==> config.mk <==
export PLATFORM = sky130hd
export DESIGN_NAME = ir_pulse_width_decoder
export DESIGN_NICKNAME = d
export VERILOG_FILES = /design/src/design/irpwd_pkg.sv /design/src/design/ir_pulse_width_decoder.sv
export SDC_FILE = /design/constraint.sdc
export NUM_CORES = 1
export LEC_CHECK = 0
export CAP_MARGIN = 20
export CELL_PAD_IN_SITES_DETAIL_PLACEMENT = 1
export CELL_PAD_IN_SITES_GLOBAL_PLACEMENT = 2
export CORE_ASPECT_RATIO = 2
export CORE_UTILIZATION = 41
export DETAILED_ROUTE_END_ITERATION = 12
export DONT_BUFFER_PORTS = 1
export PLACE_DENSITY = 0.77
export REMOVE_ABC_BUFFERS = 1
export SLEW_MARGIN = 10
export SYNTH_ARGS = -nofsm -noshare
export SYNTH_HDL_FRONTEND = slang
export SYNTH_SLANG_ARGS = --single-unit
==> constraint.sdc <==
create_clock -name clk -period 4.2 [get_ports clk]
set_input_delay 0.63 -clock clk [delete_from_list [all_inputs] [get_ports clk]]
set_output_delay 0.63 -clock clk [all_outputs]
set_load 0.1 [all_outputs]
==> src/design/irpwd_pkg.sv <==
package irpwd_pkg;

  localparam int unsigned WIDTH_W   = 8;
  localparam int unsigned CODE_W    = 32;
  localparam int unsigned COUNT_W   = 6;
  localparam int unsigned CFG_IDX_W = 3;

  // Default frame length in bits
  localparam int unsigned FRAME_BITS_DEF = 32;

  typedef logic [WIDTH_W-1:0] width_t;
  typedef logic [CODE_W-1:0]  code_t;
  typedef logic [COUNT_W-1:0] count_t;

  // Configuration register indexes
  typedef enum logic [CFG_IDX_W-1:0] {
    REG_LEADER_MIN  = 3'd0,
    REG_ABORT_WIDTH = 3'd1,
    REG_ONE_MIN     = 3'd2,
    REG_ONE_MAX     = 3'd3,
    REG_ZERO_MIN    = 3'd4,
    REG_ZERO_MAX    = 3'd5
  } cfg_reg_t;

  // Reset values of the band thresholds
  localparam width_t LEADER_MIN_RST  = 8'd200;
  localparam width_t ABORT_WIDTH_RST = 8'd250;
  localparam width_t ONE_MIN_RST     = 8'd60;
  localparam width_t ONE_MAX_RST     = 8'd90;
  localparam width_t ZERO_MIN_RST    = 8'd10;
  localparam width_t ZERO_MAX_RST    = 8'd50;

  // Pulse counter saturates here
  localparam count_t COUNT_MAX = '1;

endpackage

==> src/design/ir_pulse_width_decoder.sv <==
// IR remote frame decoder working on measured high-pulse widths.
// in_*  : one pulse width (timer ticks) per request on in_tdata[7:0].
// out_* : one decoded frame per request; out_tdata[31:0] is the code register,
//         out_tuser[0] is 1 for a full frame and 0 for an aborted frame.
// cfg_* : register writes (index, 8-bit data), always ready; write only when
//         the block is idle.
// A pulse in the leader band arms the decoder; that pulse and each later one
// below the abort width shift one bit into the code. A pulse that ends a
// frame is held in the input register while the decode logic feeds its
// result into the output register. Pulses that end no frame give no result.
// Throughput is one pulse per cycle; the only limit is the output register,
// which holds a result until it is taken. While the receiver stalls, one
// more pulse can sit in the input register; it waits there only if it would
// produce a result, so in_tready drops once both registers are full.
// Reset (rst_n low, synchronous) restores the default thresholds, clears the
// code, the last bit, the pulse counter and the leader flag, and empties both
// registers.
module ir_pulse_width_decoder #(
  parameter int unsigned FRAME_BITS = irpwd_pkg::FRAME_BITS_DEF
) (
  input  logic        clk,
  input  logic        rst_n,
  // input pulses
  input  logic        in_tvalid,
  output logic        in_tready,
  input  logic [7:0]  in_tdata,   // [7:0] high_width
  // decoded frames
  output logic        out_tvalid,
  input  logic        out_tready,
  output logic [31:0] out_tdata,  // [31:0] code_word
  output logic [0:0]  out_tuser,  // [0] complete
  // configuration writes
  input  logic        cfg_valid,
  output logic        cfg_ready,
  input  logic [2:0]  cfg_index,
  input  logic [7:0]  cfg_data
);

  // threshold registers
  irpwd_pkg::width_t leader_min_r, abort_width_r, one_min_r, one_max_r;
  irpwd_pkg::width_t zero_min_r, zero_max_r;

  // decoder state
  logic              leader_seen_r, leader_seen_nxt;
  irpwd_pkg::code_t  code_shift_r, code_shift_nxt;
  irpwd_pkg::count_t pulse_count_r, pulse_count_nxt;
  logic              last_bit_r, last_bit_nxt;

  // input register
  logic              in_valid_r;
  irpwd_pkg::width_t in_width_r;

  // output register
  logic              out_valid_r;
  irpwd_pkg::code_t  out_code_r;
  logic              out_complete_r;

  // decode results
  logic             res_valid;
  irpwd_pkg::code_t res_code;
  logic             res_complete;
  logic             out_free;
  logic             fire;

  assign cfg_ready = 1'b1;

  // configuration writes; unused indexes are dropped
  always_ff @(posedge clk) begin
    if (!rst_n) begin
      leader_min_r  <= irpwd_pkg::LEADER_MIN_RST;
      abort_width_r <= irpwd_pkg::ABORT_WIDTH_RST;
      one_min_r     <= irpwd_pkg::ONE_MIN_RST;
      one_max_r     <= irpwd_pkg::ONE_MAX_RST;
      zero_min_r    <= irpwd_pkg::ZERO_MIN_RST;
      zero_max_r    <= irpwd_pkg::ZERO_MAX_RST;
    end else if (cfg_valid) begin
      case (cfg_index)
        irpwd_pkg::REG_LEADER_MIN:  leader_min_r  <= cfg_data;
        irpwd_pkg::REG_ABORT_WIDTH: abort_width_r <= cfg_data;
        irpwd_pkg::REG_ONE_MIN:     one_min_r     <= cfg_data;
        irpwd_pkg::REG_ONE_MAX:     one_max_r     <= cfg_data;
        irpwd_pkg::REG_ZERO_MIN:    zero_min_r    <= cfg_data;
        irpwd_pkg::REG_ZERO_MAX:    zero_max_r    <= cfg_data;
        default: ;
      endcase
    end
  end

  // band decode and next state for the pulse in the input register
  always_comb begin
    leader_seen_nxt = leader_seen_r;
    code_shift_nxt  = code_shift_r;
    pulse_count_nxt = pulse_count_r;
    last_bit_nxt    = last_bit_r;
    res_valid       = 1'b0;
    res_code        = code_shift_r;
    res_complete    = 1'b0;
    if (in_width_r >= abort_width_r) begin
      // over-long pulse: give out what we have and start over
      res_valid       = 1'b1;
      leader_seen_nxt = 1'b0;
      pulse_count_nxt = '0;
    end else begin
      if (in_width_r >= leader_min_r) begin
        leader_seen_nxt = 1'b1;
      end else if (in_width_r >= one_min_r && in_width_r < one_max_r) begin
        last_bit_nxt = 1'b1;
      end else if (in_width_r >= zero_min_r && in_width_r < zero_max_r) begin
        last_bit_nxt = 1'b0;
      end
      if (leader_seen_nxt) begin
        code_shift_nxt = {code_shift_r[irpwd_pkg::CODE_W-2:0], last_bit_nxt};
      end
      if (leader_seen_nxt && pulse_count_r >= irpwd_pkg::count_t'(FRAME_BITS)) begin
        // frame full
        res_valid       = 1'b1;
        res_code        = code_shift_nxt;
        res_complete    = 1'b1;
        leader_seen_nxt = 1'b0;
        pulse_count_nxt = '0;
      end else if (pulse_count_r != irpwd_pkg::COUNT_MAX) begin
        pulse_count_nxt = pulse_count_r + irpwd_pkg::count_t'(1);
      end
    end
  end

  // a pulse leaves the input register unless its result has nowhere to go
  assign out_free  = !out_valid_r || out_tready;
  assign fire      = in_valid_r && (!res_valid || out_free);
  assign in_tready = !in_valid_r || fire;

  // input register
  always_ff @(posedge clk) begin
    if (!rst_n) begin
      in_valid_r <= 1'b0;
    end else if (in_tready) begin
      in_valid_r <= in_tvalid;
    end
  end

  always_ff @(posedge clk) begin
    if (in_tready && in_tvalid) begin
      in_width_r <= in_tdata;
    end
  end

  // decoder state update
  always_ff @(posedge clk) begin
    if (!rst_n) begin
      leader_seen_r <= 1'b0;
      code_shift_r  <= '0;
      pulse_count_r <= '0;
      last_bit_r    <= 1'b0;
    end else if (fire) begin
      leader_seen_r <= leader_seen_nxt;
      code_shift_r  <= code_shift_nxt;
      pulse_count_r <= pulse_count_nxt;
      last_bit_r    <= last_bit_nxt;
    end
  end

  // output register
  always_ff @(posedge clk) begin
    if (!rst_n) begin
      out_valid_r <= 1'b0;
    end else if (out_free) begin
      out_valid_r <= fire && res_valid;
    end
  end

  always_ff @(posedge clk) begin
    if (fire && res_valid) begin
      out_code_r     <= res_code;
      out_complete_r <= res_complete;
    end
  end

  assign out_tvalid   = out_valid_r;
  assign out_tdata    = out_code_r;
  assign out_tuser[0] = out_complete_r;

endmodule

Yosys cells after proc, flatten, opt, wreduce, memory -nomap -nowiden
Index checks and enable logic that the tools add are counted.

Flip-flop bits (word level): 131. Logic and storage cells: 67. Input port bits: 24.

Bitwise gates (word level): 1. Equal/unequal tests: 6. Muxes and demuxes: 15. Add/subtract/negate cells: 1. Magnitude comparators: 7. Reductions and logical operators: 22.

Operator list (count): 32-bit 2-to-1 mux (3); 8-bit greater-or-equal comparator (4); 6-bit 2-to-1 mux (3); 8-bit < comparator (2); 2-bit AND reduction (8); 1-bit 2-to-1 mux (9); 6-bit by 1-bit adder with 6-bit output, second input constant (1); 3-bit by 2-bit == test with 1-bit output, second input constant (2); 3-bit == test, second input constant (2); 6-bit greater-or-equal comparator, second input constant (1); 1-bit logical AND (6); 6-bit inequality test, second input constant (1); 3-bit by 1-bit == test with 1-bit output, second input constant (1); 1-bit logical NOT (3); 3-bit logical NOT (1); 1-bit logical OR (3); 3-bit nonzero test (1); 1-bit NOT (1).

Longest topological paths before layout
Gate-level depths: netlist of run 1.

Depth after elaboration: 11. Depth in mapped cells: 10.

Worst setup path after synthesis of run 1
Ideal clock, no wire load.

Kind: register -> register. Start: register in_width_r[4]. End: register out_code_r[0], in the netlist out_tdata[0] (enable). Data required time: 3.777 ns. Slack: 0.572 ns. Buffers on the path: 0. Cell stages (with the launch flop): 8. Arrival time: 3.205 ns. Library setup time: 0.423 ns. Cells stage by stage: edfxtp_1 -> ha_1 -> o21a_1 -> a21oi_1 -> o31ai_2 -> a31oi_2 -> nand2b_1 -> nor2_1.

Word-level cells in the longest chain between the ends: 10.

Ends and longest elaborated chain: start: declaration (RTL line ir_pulse_width_decoder.sv:51) `irpwd_pkg::width_t in_width_r;`; start signal: assignment (RTL line ir_pulse_width_decoder.sv:143) `in_width_r <= in_tdata;`; 8-bit greater-or-equal comparator (RTL line ir_pulse_width_decoder.sv:104) `if (in_width_r >= leader_min_r) begin`; 1-bit 2-to-1 mux (RTL line ir_pulse_width_decoder.sv:104); 1-bit 2-to-1 mux (RTL line ir_pulse_width_decoder.sv:98) `if (in_width_r >= abort_width_r) begin`; 1-bit logical AND (RTL line ir_pulse_width_decoder.sv:114) `if (leader_seen_nxt && pulse_count_r >= irpwd_pkg::count_t'(FRAME_BITS)) begin`; 1-bit 2-to-1 mux (RTL line ir_pulse_width_decoder.sv:114); 1-bit 2-to-1 mux * (RTL line ir_pulse_width_decoder.sv:98); 1-bit logical NOT (RTL line ir_pulse_width_decoder.sv:129) `assign fire = in_valid_r && (!res_valid || out_free);`; 1-bit logical OR (RTL line ir_pulse_width_decoder.sv:129); 1-bit logical AND (RTL line ir_pulse_width_decoder.sv:129); 1-bit logical AND * (RTL line ir_pulse_width_decoder.sv:172) `if (fire && res_valid) begin`; end signal: assignment (RTL line ir_pulse_width_decoder.sv:173) `out_code_r <= res_code;`; end: declaration (RTL line ir_pulse_width_decoder.sv:55) `irpwd_pkg::code_t out_code_r;`.

Every way passes the cells marked *; elsewhere a longest branch is shown, timed or not. The select of a mux whose other input is x is not followed. A chain may end at the register's enable or synchronous reset.

Worst setup path in the final report of run 1
Start: register in_width_r[4]. End: output port in_tready.

Word-level cells in the longest chain between the ends: 10.

Ends and longest elaborated chain: 8-bit greater-or-equal comparator (RTL line ir_pulse_width_decoder.sv:104); 1-bit 2-to-1 mux (RTL line ir_pulse_width_decoder.sv:104); 1-bit 2-to-1 mux (RTL line ir_pulse_width_decoder.sv:98); 1-bit logical AND (RTL line ir_pulse_width_decoder.sv:114); 1-bit 2-to-1 mux (RTL line ir_pulse_width_decoder.sv:114); 1-bit 2-to-1 mux * (RTL line ir_pulse_width_decoder.sv:98); 1-bit logical NOT * (RTL line ir_pulse_width_decoder.sv:129); 1-bit logical OR * (RTL line ir_pulse_width_decoder.sv:129); 1-bit logical AND * (RTL line ir_pulse_width_decoder.sv:129); 1-bit logical OR * (RTL line ir_pulse_width_decoder.sv:130) `assign in_tready = !in_valid_r || fire;`; end: declaration (RTL line ir_pulse_width_decoder.sv:25) `output logic in_tready,`.

Marks and branches as above.

==> results by group, run 1 <==
Yosys
  • Seq/Total Area, Yosys: 48.5%
  • Post-synth EDFFs: 41
  • Top-count cell post-synth: nand2_1
  • Area share of the largest cell type after synthesis: 28.8%
  • Most area-hungry cell type in the Yosys netlist: dfxtp_1
  • Flops & latches, synth: 131
  • Post-synth top flop: dfxtp_1
  • Top post-synthesis cells by count: nand2_1 (95), dfxtp_1 (90), inv_1 (51)
  • Synth area leaders: dfxtp_1 (29%), edfxtp_1 (20%), ha_1 (9.6%)
  • Synth cell types: 57
  • Synth async-reset ratio: 0%
  • Mapped Area: 0.00625 mm²
  • Post-Syn Area per Cell: 10.1 µm²
  • Synth Instances: 616
  • Ys Warns: 0

Place
  • GPL Wtd Cong: 0.811
  • HPWL after DPL: 11900 µm
  • Buffers on Ports: 0

STA
  • Setup Total Neg Slack: 0 ns
  • Worst slew margin: 35.0%
  • Post-layout min period: 3.59 ns
  • Worst-margin pin slew: 0.975 ns
  • Period utilisation layout: 85.5%
  • RSZ-0062 raised after global routing: no
  • Clk_skew: 0.00786 ns
  • Final hold vios: 0
  • Fin. max-slew vios: 0
  • Count of final setup violators: 0
  • Fmax: 0.279 GHz

Setup path
  • CP Capture Type: output port
  • CP max-delay cell: o31ai_2
  • Setup crit start: in_width_r[4]$_DFFE_PP_
  • Crit-path most repeated cell: buf_4
  • Crit path capture: in_tready
  • Setup CP Type: reg2out
  • Critical R2R Launch: in_width_r[4]$_DFFE_PP_
  • Critical path buffer and inverter count: 2
  • R2R depth: 9
  • Cell family with most CP delay: compound AO/OA/AOI/OAI gates
  • CP Data Arrival Time: 2.96 ns
  • Reg-to-Reg End: out_tdata[12]$_DFFE_PP_
  • Reg2Reg Setup Slack: 1.23 ns
  • Crit path largest cell delay: 0.63 ns
  • CP cell instances: ha_1 > o21a_1 > a21oi_1 > o31ai_2 > a31oi_2 > buf_4 > or3_1 > buf_4
  • CP required: 3.57 ns
  • Critical path depth: 8
  • CP Max Fanout: 10
  • Startpoint Class: register

Clock tree
  • CTS Buf Count: 17
  • Cts hold-fix bufs: 0
  • CTS tree: done
  • Clock transition at path regs: 0.06 ns
  • Maximum root-to-sink buffer count: 2
  • Post-CTS Setup Inserts: 0
  • CTS H-Tree Depth: 4
  • Worst-Skew Late Latency: 0.43 ns
  • CTS sink cnt: 131
  • CTS root buf: clkbuf_16
  • Post-CTS sizing: 0

Floorplanning
  • Core area: 0.0148 mm²
  • Die Y: 177 µm
  • Die Span X: 89.3 µm
  • Die area: 0.0158 mm²
  • Core Rows: 63
  • IO Pins: 60
  • Initial Util: 42.2%

Routing
  • Routed wire length: 16300 µm
  • DR vias/cell: 5.41
  • DR vias: 4462
  • DR DRC count: 0
  • Antenna Nets Post-Route: 0
  • DRT Pass-1 Iters: 4
  • Avg WL per Cell: 19.8 µm
  • Initial drt markers: 140

GRT
  • Total gr overflow: 0
  • Number of global-route vias before repair: 4846
  • Gr usage total: 22.8%
  • Initial antenna violation count: 1
  • First-pass GRT wire length: 25700 µm
  • Pin count of the biggest net entering global routing: 40

Power
  • Pwr dens: 427 mW/mm²
  • Maximum VDD drop: 330 µV
  • Leakage: 2.75 nW
  • Pwr Total: 2.97 mW

Final layout
  • Post-synthesis to final-layout area growth: 11.3%
  • Share of cells above drive strength 1: 12.2%
  • Final net count: 688

Run status
  • Status: complete, no violations

Min path
  • Hold path startpoint: in_tdata[3]
  • HP Class: in2reg

Flow run
  • # Max-Cap Violations: 0
[cells in the final DEF, fill, tap and decap left out, drive strengths merged, types with 7 or more instances in the layout]
cell type | Yosys | layout
nand3 | 10 | 10
and3 | 7 | 7
a21oi | 42 | 42
mux2 | 31 | 31
mux2i | 32 | 32
o21ai | 14 | 14
ha | 48 | 48
nor2 | 41 | 41
o211ai | 25 | 25
clkbuf | 16 | 17
edfxtp | 41 | 41
nor2b | 7 | 7
dfxtp | 90 | 90
nand2 | 95 | 95
inv | 51 | 59
[worst reg2reg max path, stage by stage, from the launching register on]
cell and delay, ns:
edfxtp_1 0.50, ha_1 0.33, o21a_1 0.12, a21oi_1 0.08, o31ai_2 0.63, a31oi_2 0.06
buf_4 0.20, nand2b_1 0.18, nor2_2 0.10, buf_4 0.39
[sequential cells by signal (all words and copies together) (netlist names)]
| signal | count |
|---|---|
| one_max_r | 8 |
| code_shift_r | 32 |
| out_tuser | 1 |
| leader_seen_r | 1 |
| in_width_r | 8 |
| out_tvalid | 1 |
| in_valid_r | 1 |
| last_bit_r | 1 |
| out_tdata | 32 |
| pulse_count_r | 6 |
| zero_min_r | 8 |
| one_min_r | 8 |
| abort_width_r | 8 |
| leader_min_r | 8 |
| zero_max_r | 8 |
[per-stage QoR]
stage | setup WS [ns] | instances | hold WS [ns] | area (µm²) | util (%)
after floorplan | 0.571 | 591 | 0.432 | 6090 | -
after global placement | 1.12 | 792 | 0.444 | 6380 | 43.1
after detailed placement | 1.07 | 792 | 0.450 | 6380 | 43.1
after CTS | 0.594 | 824 | 0.282 | 6950 | 46.9
after global routing | 0.460 | 824 | 0.278 | 6950 | 46.9
final | 0.609 | 825 | 0.297 | 6960 | 46.9
[cell families after synthesis]
kind of cell	count (synthesis)	synth area share, %
compound gates	111	11.9
fa+ha+maj	48	9.61
buf+inv	76	5.55
flops	131	48.5
mux	63	11.3
other cells	1	0.0600
simple gates	186	13.1
[worst min path at each step]
| stage | endpoint | slack (ns) | cells after the start |
|---|---|---|---|
| after floorplan | one_max_r[0]$_SDFFE_PN0P_ | 0.43 | 2 |
| after global placement | leader_min_r[4]$_SDFFE_PN0P_ | 0.44 | 2 |
| after detailed placement | leader_min_r[5]$_SDFFE_PN0P_ | 0.45 | 2 |
| after CTS | in_width_r[1]$_DFFE_PP_ | 0.28 | 0 |
| after global routing | in_width_r[3]$_DFFE_PP_ | 0.28 | 0 |
| final | in_width_r[3]$_DFFE_PP_ | 0.30 | 0 |
[power breakdown]
part	internal [mW]	switching (mW)	total (mW)
Sequential	1.32	0.0287	1.35
Combinational	0.0630	0.111	0.174
Clock	0.829	0.616	1.44
Total	2.21	0.755	2.97
[cell type report]
class	count	area, µm²
fillers	1739	7860
well taps	195	244
multi-input cells	409	2870
clock inverters	15	144
inverters	51	191
flip-flops and latches	131	3030
clock buffers	17	425
diodes	1	2.50
repair buffers	6	45.0
[per-layer routing]
metal	global-route usage [%]	vias to the layer above	wire (µm)
met3	5.56	36	503
met1	21.4	2204	5530
met4	13.1	0	728
met2	42.6	68	9540
met5	0	-	0
li1	-	2154	-
Power figures use the tool's default switching activity.
==> run 2: changes to the inputs <==
Settings changed: CORE_ASPECT_RATIO 2 to unset.
==> run 2 against run 1 <==
Effect of this change: the run now ends with design-rule violations left; wire length decreased by 5.6%; design area fell by 0.11%; worst hold slack gained 0.0085 ns; sequential power about the same; die area decreased by 0.19%; power is 0.46% higher; sequential share of layout area about the same; critical endpoint unchanged.
==> results by group, run 2 (synthesis gave the netlist of run 1 again) <==
Setup path
  • Critical path buffer and inverter count: 1 (-1)
  • CP Data Arrival Time: 2.97 ns (about the same)
  • CP Capture Type: output port
  • Startpoint Class: register
  • Cell family with most CP delay: compound AO/OA/AOI/OAI gates
  • CP required: 3.57 ns (about the same)
  • Crit path largest cell delay: 0.64 ns (about the same)
  • CP cell instances: ha_1 > o21a_1 > a21oi_1 > o31ai_2 > a31oi_2 > or3_1 > buf_4
  • CP Max Fanout: 10 (unchanged)
  • Setup CP Type: reg2out
  • CP max-delay cell: o31ai_2

Clock tree
  • Clock transition at path regs: 0.06 ns (about the same)
  • Worst-Skew Late Latency: 0.42 ns (about the same)
  • Post-CTS Setup Inserts: 0 (unchanged)
  • Cts hold-fix bufs: 0 (unchanged)
  • CTS H-Tree Depth: 4 (unchanged)
  • Post-CTS sizing: 0 (unchanged)
  • Maximum root-to-sink buffer count: 2 (unchanged)
  • CTS Buf Count: 17 (unchanged)
  • CTS sink cnt: 131 (unchanged)
  • CTS tree: done
  • CTS root buf: clkbuf_16

Routing
  • DR vias: 4404 (-1.3%)
  • DR vias/cell: 5.42 (+0.28%)
  • Routed wire length: 15400 µm (-5.6%)
  • Antenna Nets Post-Route: 0 (unchanged)
  • Initial drt markers: 185 (+32%)
  • DR DRC count: 1 (+1)
  • DRT Pass-1 Iters: 9 (+5)
  • Avg WL per Cell: 18.9 µm (-4.1%)

STA
  • Worst-margin pin slew: 0.999 ns (+0.0239 ns)
  • Clk_skew: 0.00664 ns (-0.00122 ns)
  • Worst slew margin: 33.2% (-1.8 points)
  • Post-layout min period: 3.60 ns (+0.00970 ns)
  • Count of final setup violators: 0 (unchanged)
  • PnR worst setup slack: 0.600 ns (-0.00970 ns)
  • Hold WS: 0.306 ns (+0.00853 ns)
  • Setup Total Neg Slack: 0 ns (unchanged)
  • Final hold vios: 0 (unchanged)
  • Period utilisation layout: 85.7% (+0.23 points)
  • Fin. max-slew vios: 0 (unchanged)
  • RSZ-0062 raised after global routing: no
  • Fmax: 0.278 GHz (-0.27%)

Min path
  • HP Class: in2reg

Final layout
  • Commonest cells after routing, fill and taps aside: nand2_1 (95), dfxtp_1 (90), inv_1 (50), ha_1 (48), edfxtp_1 (41)
  • Most common cell after layout, fill and taps aside: nand2_1
  • Layout Cells excl Fill: 812 (-1.6%)
  • Post-route cell area: 0.00695 mm² (-0.11%)
  • ANT cells: 0 (-1)
  • Share of cells above drive strength 1: 11.9% (-0.30 points)
  • Fin util: 47.3% (+0.33 points)
  • Post-synthesis to final-layout area growth: 11.2%
  • Fillers: 1611 (-7.4%)
  • Final net count: 687 (-0.15%)

Run status
  • Failing checks: design-rule violations
  • Status: finished, violations left

Floorplanning
  • Die Span X: 125 µm (+40%)
  • Initial Util: 42.5% (+0.34 points)
  • Die area: 0.0157 mm² (-0.19%)
  • IO Pins: 60 (unchanged)
  • Core Rows: 44 (-30%)
  • Core area: 0.0147 mm² (-0.81%)
  • Die Y: 125 µm (-29%)

GRT
  • Initial antenna violation count: 0 (-1)
  • First-pass GRT wire length: 24900 µm (-3.4%)
  • Gr usage total: 20.9% (-1.9 points)
  • Total gr overflow: 0 (unchanged)
  • Pin count of the biggest net entering global routing: 39 (-2.5%)
  • Number of global-route vias before repair: 4608 (-4.9%)

Power
  • Pwr Total: 2.98 mW (+0.46%)
  • Maximum VDD drop: 269 µV (-19%)
  • Pwr dens: 429 mW/mm² (+0.57%)
  • Leakage: 2.76 nW (about the same)

Place
  • GPL Wtd Cong: 0.808 (-0.37%)
  • Buffers on Ports: 0 (unchanged)
  • HPWL after DPL: 11000 µm (-7.7%)
  • Pre-CTS WS: 0.906 ns (-0.167 ns)
  • Placed insts: 780 (-1.5%)
  • Placed cell area: 0.00636 mm² (-0.33%)

Flow run
  • # Max-Cap Violations: 0 (unchanged)
[run 2: cell count changes in the layout (fill, tap and decap cells not counted), sizes merged]
cell,change
clkinv,+1
bufinv,+1
clkbuf,+2
buf,-1
inv,-4
diode,-1
[run 2: report_power, final]
part	internal, mW	total (mW)	switching [mW]
logic	0.0623	0.170	0.108
clock network	0.885	1.46	0.575
registers	1.32	1.35	0.0295
[run 2: metal layers]
| layer | vias to the layer above | share of wire [%] | track usage (%) | wire length, µm |
|---|---|---|---|---|
| met4 | 0 | 0.46 | 6.31 | 70 |
| met3 | 6 | 4.3 | 6.03 | 656 |
| li1 | 2163 | - | - | - |
| met2 | 73 | 49 | 35.1 | 7560 |
| met5 | - | 0 | 0 | 0 |
| met1 | 2162 | 46 | 25.8 | 7090 |
[run 2: layout make-up]
class                           instances  area, µm²  area share [%]
Clock buffer                           19        433            6.23
Clock inverter                         13        153            2.20
Inverter                               51        191            2.75
Multi-Input combinational cell        409       2870            41.3
Sequential cell                       131       3030            43.6
Tap cell                              184        230            3.31
Timing Repair Buffer                    5       37.5           0.540
[run 2: final timing paths]
path / startpoint / to / slack [ns] / cells after the start
setup / recovery: in_width_r[4]$_DFFE_PP_ / in_tready / 0.60 / 7
hold / removal: in_tdata[1] / in_width_r[1]$_DFFE_PP_ / 0.31 / 0
setup reg to reg: in_width_r[7]$_DFFE_PP_ / in_width_r[3]$_DFFE_PP_ / 0.90 / 8
hold reg to reg: one_min_r[1]$_SDFFE_PN0P_ / one_min_r[1]$_SDFFE_PN0P_ / 0.46 / 2
[run 2: worst register-to-register path: cells and delay by family (launching register included)]
kind	cells	cell delay (ns)
compound gates	3	1.08
simple gates	3	0.74
flops	1	0.50
fa+ha+maj	1	0.36
buf+inv	1	0.29
